===== src/pps_pkg.sv =====
// Shared types, constants and command/status structs for the polygon plane split block.
package pps_pkg;

   localparam int MAX_VERTS = 16;
   localparam int RES_CAP   = 48;
   localparam int ADDR_W    = $clog2(MAX_VERTS);
   localparam int CNT_W     = $clog2(MAX_VERTS + 1);
   localparam int RES_W     = $clog2(RES_CAP + 1);
   localparam int DIV_STEPS = 32;
   localparam int DIV_W     = $clog2(DIV_STEPS);

   localparam logic [2:0] CSR_NORMAL_X     = 3'd0;
   localparam logic [2:0] CSR_NORMAL_Y     = 3'd1;
   localparam logic [2:0] CSR_NORMAL_Z     = 3'd2;
   localparam logic [2:0] CSR_PLANE_OFFSET = 3'd3;
   localparam logic [2:0] CSR_TOLERANCE    = 3'd4;

   localparam logic [1:0] CLS_FRONT = 2'd0;
   localparam logic [1:0] CLS_BACK  = 2'd1;
   localparam logic [1:0] CLS_ON    = 2'd2;

   localparam logic [1:0] OUT_SPLIT = 2'd0;
   localparam logic [1:0] OUT_FRONT = 2'd1;
   localparam logic [1:0] OUT_BACK  = 2'd2;

   localparam logic [17:0] NORM_POS_ONE = 18'h10000;
   localparam logic [17:0] NORM_NEG_ONE = 18'h30000;

   typedef struct packed {
      logic signed [31:0] vx;
      logic signed [31:0] vy;
      logic signed [31:0] vz;
      logic               final_vertex;
   } req_type;

   typedef struct packed {
      logic signed [31:0] ox;
      logic signed [31:0] oy;
      logic signed [31:0] oz;
      logic               side_list;
      logic [1:0]         outcome;
      logic               overflow;
      logic               end_of_list;
      logic               end_of_run;
   } rsp_type;

   typedef struct packed {
      logic signed [31:0] x;
      logic signed [31:0] y;
      logic signed [31:0] z;
      logic signed [51:0] plane_dist;
      logic [1:0]         cls;
   } entry_type;

   typedef enum logic [4:0] {
      ST_IDLE,
      ST_LOADED,
      ST_MUL_X,
      ST_MUL_Y,
      ST_MUL_Z,
      ST_STORE,
      ST_EMIT_INIT,
      ST_W_READ,
      ST_W_PUSH,
      ST_S_READ_I,
      ST_S_READ_J,
      ST_S_CHECK,
      ST_DIVIDE,
      ST_C_MUL_X,
      ST_C_MUL_Y,
      ST_C_MUL_Z,
      ST_C_PUSH,
      ST_FLUSH
   } state_type;

   typedef struct packed {
      logic              accept;
      logic              mark_overflow;
      logic              mul_x;
      logic              mul_y;
      logic              mul_z;
      logic              store;
      logic              begin_emit;
      logic              rd_en;
      logic [ADDR_W-1:0] rd_addr;
      logic              latch_a;
      logic              latch_b;
      logic              div_step;
      logic              cmul_x;
      logic              cmul_y;
      logic              cmul_z;
      logic              push_read;
      logic              push_a;
      logic              push_cross;
      logic              set_back;
      logic              flush;
   } dp_cmd_type;

   typedef struct packed {
      logic [CNT_W-1:0] count;
      logic             full;
      logic             final_vertex;
      logic             nf_zero;
      logic             nb_zero;
      logic             side;
      logic             a_keep;
      logic             crossing;
   } dp_status_type;

endpackage


===== src/pps_ctrl.sv =====
// Controller: sequences vertex loading, the split walk over the store and the final flush.
module pps_ctrl (
   input  logic                   clock,
   input  logic                   reset,
   input  logic                   start,
   output logic                   busy,
   input  pps_pkg::dp_status_type status,
   output pps_pkg::dp_cmd_type    cmd
);
   import pps_pkg::*;

   state_type         state_ff, state_in;
   logic [ADDR_W-1:0] idx_ff, idx_in, idx_next;
   logic [DIV_W-1:0]  div_cnt_ff, div_cnt_in;
   logic              last_idx;

   assign last_idx = (CNT_W'(idx_ff) + CNT_W'(1)) == status.count;
   assign idx_next = last_idx ? '0 : ADDR_W'(idx_ff + 1'b1);
   assign busy     = (state_ff != ST_IDLE);

   always_ff @(posedge clock) begin
      if (reset) begin
         state_ff   <= ST_IDLE;
         idx_ff     <= '0;
         div_cnt_ff <= '0;
      end else begin
         state_ff   <= state_in;
         idx_ff     <= idx_in;
         div_cnt_ff <= div_cnt_in;
      end
   end

   // next state
   always_comb begin
      state_in   = state_ff;
      idx_in     = idx_ff;
      div_cnt_in = div_cnt_ff;
      case (state_ff)
         ST_IDLE:   if (start) state_in = ST_LOADED;
         ST_LOADED: begin
            if (!status.full) state_in = ST_MUL_X;
            else if (status.final_vertex) state_in = ST_EMIT_INIT;
            else state_in = ST_IDLE;
         end
         ST_MUL_X:  state_in = ST_MUL_Y;
         ST_MUL_Y:  state_in = ST_MUL_Z;
         ST_MUL_Z:  state_in = ST_STORE;
         ST_STORE:  state_in = status.final_vertex ? ST_EMIT_INIT : ST_IDLE;
         ST_EMIT_INIT: begin
            idx_in   = '0;
            state_in = (status.nf_zero || status.nb_zero) ? ST_W_READ : ST_S_READ_I;
         end
         ST_W_READ: state_in = ST_W_PUSH;
         ST_W_PUSH: begin
            idx_in   = idx_next;
            state_in = last_idx ? ST_FLUSH : ST_W_READ;
         end
         ST_S_READ_I: state_in = ST_S_READ_J;
         ST_S_READ_J: state_in = ST_S_CHECK;
         ST_S_CHECK: begin
            div_cnt_in = '0;
            if (status.crossing) state_in = ST_DIVIDE;
            else begin
               idx_in   = idx_next;
               state_in = (last_idx && status.side) ? ST_FLUSH : ST_S_READ_I;
            end
         end
         ST_DIVIDE: begin
            div_cnt_in = div_cnt_ff + 1'b1;
            if (div_cnt_ff == DIV_W'(DIV_STEPS - 1)) state_in = ST_C_MUL_X;
         end
         ST_C_MUL_X: state_in = ST_C_MUL_Y;
         ST_C_MUL_Y: state_in = ST_C_MUL_Z;
         ST_C_MUL_Z: state_in = ST_C_PUSH;
         ST_C_PUSH: begin
            idx_in   = idx_next;
            state_in = (last_idx && status.side) ? ST_FLUSH : ST_S_READ_I;
         end
         ST_FLUSH:  state_in = ST_IDLE;
         default:   state_in = ST_IDLE;
      endcase
   end

   // datapath commands
   always_comb begin
      cmd = '0;
      case (state_ff)
         ST_IDLE:   cmd.accept = start;
         ST_LOADED: cmd.mark_overflow = status.full;
         ST_MUL_X:  cmd.mul_x = 1'b1;
         ST_MUL_Y:  cmd.mul_y = 1'b1;
         ST_MUL_Z:  cmd.mul_z = 1'b1;
         ST_STORE:  cmd.store = 1'b1;
         ST_EMIT_INIT: cmd.begin_emit = 1'b1;
         ST_W_READ: begin
            cmd.rd_en   = 1'b1;
            cmd.rd_addr = idx_ff;
         end
         ST_W_PUSH: cmd.push_read = 1'b1;
         ST_S_READ_I: begin
            cmd.rd_en   = 1'b1;
            cmd.rd_addr = idx_ff;
         end
         ST_S_READ_J: begin
            cmd.latch_a = 1'b1;
            cmd.rd_en   = 1'b1;
            cmd.rd_addr = idx_next;
         end
         ST_S_CHECK: begin
            cmd.latch_b  = 1'b1;
            cmd.push_a   = status.a_keep;
            cmd.set_back = !status.crossing && last_idx && !status.side;
         end
         ST_DIVIDE:  cmd.div_step = 1'b1;
         ST_C_MUL_X: cmd.cmul_x = 1'b1;
         ST_C_MUL_Y: cmd.cmul_y = 1'b1;
         ST_C_MUL_Z: cmd.cmul_z = 1'b1;
         ST_C_PUSH: begin
            cmd.push_cross = 1'b1;
            cmd.set_back   = last_idx && !status.side;
         end
         ST_FLUSH:  cmd.flush = 1'b1;
         default: ;
      endcase
   end

endmodule


===== config.mk =====
export PLATFORM = sky130hd
export DESIGN_NAME = pps_ctrl
export DESIGN_NICKNAME = d
export VERILOG_FILES = /design/src/pps_pkg.sv /design/src/pps_ctrl.sv
export SDC_FILE = /design/constraint.sdc
export NUM_CORES = 1
export LEC_CHECK = 0
export BUFFER_PORTS_ARGS = -buffer_cell sky130_fd_sc_hd__buf_2
export CORE_UTILIZATION = 51
export CTS_BUF_LIST = sky130_fd_sc_hd__clkbuf_8 sky130_fd_sc_hd__clkbuf_16
export DETAILED_ROUTE_END_ITERATION = 10
export HOLD_SLACK_MARGIN = 0.02
export PLACE_DENSITY_LB_ADDON = 0.1
export SYNTH_ARGS = -nofsm -noshare
export SYNTH_HDL_FRONTEND = slang
export SYNTH_SLANG_ARGS = --single-unit

===== constraint.sdc =====
create_clock -name clock -period 1.8 [get_ports clock]
set_input_delay 0.09 -clock clock [delete_from_list [all_inputs] [get_ports clock]]
set_output_delay 0.09 -clock clock [all_outputs]
set_load 0.1 [all_outputs]

==> results of run 1 <==
[cells by family after synthesis]
| kind of cell | after synthesis | synth area share, % |
|---|---|---|
| compound gates | 51 | 29.1 |
| xor+xnor | 5 | 3.50 |
| fa+ha+maj | 4 | 3.80 |
| buf+inv | 23 | 7.69 |
| flops | 14 | 22.4 |
| simple gates | 80 | 33.6 |
[Yosys cell counts (5+ instances only)]
library cell / number
a21oi_1: 11
buf_2: 5
clkbuf_1: 6
dfxtp_1: 14
inv_1: 9
nand2_1: 15
nand3_1: 6
nor2_1: 24
nor2b_1: 5
o21ai_0: 5
[stage by stage]
step                      cells  worst slack (ns)  hold WS (ns)  util (%)
after global placement      261           -0.0595         0.404      92.5
after detailed placement    261            -0.225         0.446      92.5
after floorplan             177             -1.53         0.169         -
==> out/metrics.csv, run 1 <==
metric,value,unit
postPlaceCellArea,2080,um2
die_y,51.6,um
syn_area,1250,um2
dieWidth,51.6,um
initial_core_util,55.5,%
synth_top_area_cell,dfxtp_1,
place_congestion,0.914,
stop_stage,4_1_cts,
post_cts_resized,43,
outcome,aborted with a tool error,
hpwl,4030,um
syn_area_per_cell,7.08,um2
io_pins,39,
synth_ff_type,dfxtp_1,
ctsHoldBuffers,0,
synth_edf_count,0,
synthesis.nets,195,
ys_ff_latch,14,
ys_types,46,
clock_sink_count,14,
synth_top_cell_area_share,22.4,%
rows,17,
syn_inst,177,
async_flop_share,0,%
cts_root_buffer,clkbuf_8,
tool.error,"[ERROR DPL-0038] Utilization greater than 100%, impossible to legalize",
synth.area.top_cells,"dfxtp_1 (22%), nor2_1 (7.2%), nand2_1 (4.5%)",
cts_buffers,3,
postCtsSetupRepairBufs,17,
htree_levels,1,
yosysSeqAreaShare,22.4,%
synth_warnings,0,
clockBufferDepth,2,
io_buffers,38,
==> run 2, diff against run 1 <==
Settings changed: CORE_AREA set to 2 2 63 65, CORE_UTILIZATION 51 to unset, CTS_BUF_LIST sky130_fd_sc_hd__clkbuf_8 sky130_fd_sc_hd__clkbuf_16 to unset, DIE_AREA set to 0 0 65 67, HOLD_SLACK_MARGIN 0.02 to unset, PLACE_DENSITY_LB_ADDON 0.1 to 0.15.
==> out/metrics.csv, run 2 <==
metric,value,unit,change
p_per_area,554,nW/um2,
vias,1646,,
fillers,280,,
synth_common_cells,"nor2_1 (24), nand2_1 (15), dfxtp_1 (14)",,
p_total,1390,uW,
vias_per_cell,5.45,,
crit_path_max_fanout,5,,
synth_ff_type,dfxtp_1,,
worstSetupStartpointType,flip-flop,,
r2r_slack,-0.04,ns,
ff2ff_path_depth,9,,
routed_wl,4640,um,
clk_latency,0.24,ns,
drt_iter0_markers,63,,
outcome,finished with violations,,
cp_num_buf_inv,2,,
globalRouteOverflowTotal,0,,
timing.hold.ws,0.160,ns,
clockBufferDepth,2,,unchanged
drv_slew,0,,
reg_top3,"div_cnt_ff (5), state_ff (5), idx_ff (4)",,
dieArea,4360,um2,
slowest_delay,0.37,ns,
design_area,2500,um2,
maxCapViolations,0,,
yosys.cell_count.top_type,nor2_1,,
grt_pass1_wl,7340,um,
grt_usage,21.9,%,
yosysSeqAreaShare,22.4,%,unchanged
skew,0.00128,ns,
synth_warnings,0,,unchanged
fin_crit_sh,113,%,
max-slew-margin-rel,68.0,%,
post_drt_wl_per_cell,15.4,um,
worstMarginPinSlew,0.484,ns,
drc_errors,0,,
grt_max_degree,14,,
place_congestion,0.853,,-6.7%
diodes,0,,
synth_top_area_cell,dfxtp_1,,
synthesis.nets,195,,unchanged
clkTransAtPathRegs,0.06,ns,
synth_edf_count,0,,unchanged
postPlaceCellArea,2160,um2,+3.6%
cp_data_required_time,1.71,ns,
leakage,0.00104,uW,
setup_viol,6,,
cp.arrival,1.94,ns,
worst-path-stages,8,,
syn_inst,177,,unchanged
finalHoldViolations,0,,
crit_path_end_kind,primary output,,
setup_slack,-0.226,ns,
mostFrequentLayoutCells,"buf_4 (39), buf_12 (23), nor2_1 (19)",,
async_flop_share,0,%,unchanged
synth_top_cell_area_share,22.4,%,unchanged
ys_ff_latch,14,,unchanged
area_delta_synth_final,100,%,
ys_types,46,,unchanged
nets,273,,
io_pins,39,,unchanged
critical_path.slowest_cell,dfxtp_4,,
syn_area,1250,um2,unchanged
post-place-ws,-0.103,ns,+0.122 ns
violations,negative setup slack,,
core_area,3610,um2,
hp-class,primary input to flip-flop,,
first_pass_iters,4,,
rows,22,,+5
dieWidth,65,um,+26%
endpoint,cmd[12],,
timing_worst_setup_path_type,flip-flop to primary output,,
crit_path_cell_trace,"ha_4, nand4b_1, o21ai_1, a22oi_2, buf_4, or2_4, a32o_2, buf_12",,
crit_family,compound AO/OA/AOI/OAI gates,,
cts_root_buffer,clkbuf_8,,
synth.area.top_cells,"dfxtp_1 (22%), nor2_1 (7.2%), nand2_1 (4.5%)",,
ir_drop,0.608,mV,
clock_sink_count,14,,unchanged
layout_commonest_cell,buf_4,,
period_needed,2.03,ns,
fmax,494,MHz,
crit_start,idx_ff[0]$_SDFFE_PP0P_,,
cts_buffers,3,,unchanged
hpwl,3300,um,-18%
io_buffers,38,,unchanged
antenna_left,0,,
syn_area_per_cell,7.08,um2,unchanged
rsz0062_at_grt,true,,
initial_core_util,34.7,%,-21 points
drive_gt1_share,52.8,%,
antenna_found_initial,0,,
rr_startpoint,idx_ff[0]$_SDFFE_PP0P_,,
htree_levels,1,,unchanged
cts_tree,done,,
rr_endpoint,idx_ff[1]$_SDFFE_PP0P_,,
grt_pass1_vias,1638,,
die_y,67,um,+30%
==> run 2: cell counts after synthesis <==
Identical to the previous run, type by type.
==> run 2: repair_timing <==
item / CTS / global route
pin swaps: 11 / 13
gates resized for setup: 25 / 23
hold buffers: 0 / 0
setup endpoints to repair: 11 / 12
buffers inserted: 5 / 9
==> run 2: cells by family (layout without fill, tap and decap cells) <==
family | after synthesis | count (layout) | share of synthesized area (%)
xor gates and xnor gates | 5 | 5 | 3.50
and+or+nand+nor | 80 | 80 | 33.6
adders and majority gates | 4 | 4 | 3.80
buffers and inverters | 23 | 100 | 7.69
AOI/OAI and AO/OA | 51 | 51 | 29.1
DFF | 14 | 14 | 22.4
==> run 2: per-stage QoR <==
step / setup TNS, ns / util [%] / std cells
final: -0.992 / 69.5 / 302
after global routing: -1.67 / 69.5 / 302
after CTS: -0.900 / 65.1 / 295
after detailed placement: -0.288 / 59.9 / 286
after global placement: -0.0347 / 59.9 / 286
after floorplan: -18.82 / - / 177
==> run 2: cell type report <==
type                       instances  area (um2)  area share (%)
clock buffer                       4        55.1            2.20
inverter                          11        43.8            1.75
tap                               48        60.1            2.40
multi-input combinational        140        1110            44.3
timing repair buffer              85         932            37.2
sequential                        14         304            12.1
==> run 2: worst min-delay path by stage <==
stage / startpoint / endpoint / slack [ns] / depth (start not counted)
3_5_place_dp: status[5] / state_ff[2]$_SDFFE_PP0P_ / 0.41 / 3
6_report: status[5] / state_ff[2]$_SDFFE_PP0P_ / 0.16 / 3
3_3_place_gp: start / state_ff[0]$_SDFFE_PP0P_ / 0.42 / 3
4_1_cts: status[5] / state_ff[2]$_SDFFE_PP0P_ / 0.15 / 3
2_1_floorplan: reset / state_ff[0]$_SDFFE_PP0P_ / 0.17 / 1
5_1_grt: status[5] / state_ff[2]$_SDFFE_PP0P_ / 0.19 / 3
==> run 2: power by group <==
| group | internal (uW) | switching (uW) |
|---|---|---|
| logic | 279 | 450 |
| clock network | 194 | 116 |
| registers | 322 | 27.7 |
| total | 795 | 594 |
==> run 2: worst min-delay path: cells and delay by family <==
kind            cells  cell delay, ns
buf+inv             1            0.09
compound gates      2            0.19
==> run 2: metal layers <==
metal	vias up	GRT usage, %	routed length [um]
met4	0	10.4	123
li1	806	-	-
met5	-	0	0
met1	785	24.0	1860
met2	44	41.5	2490
met3	11	2.53	163
Note: power is estimated with default switching activity, not from simulation.
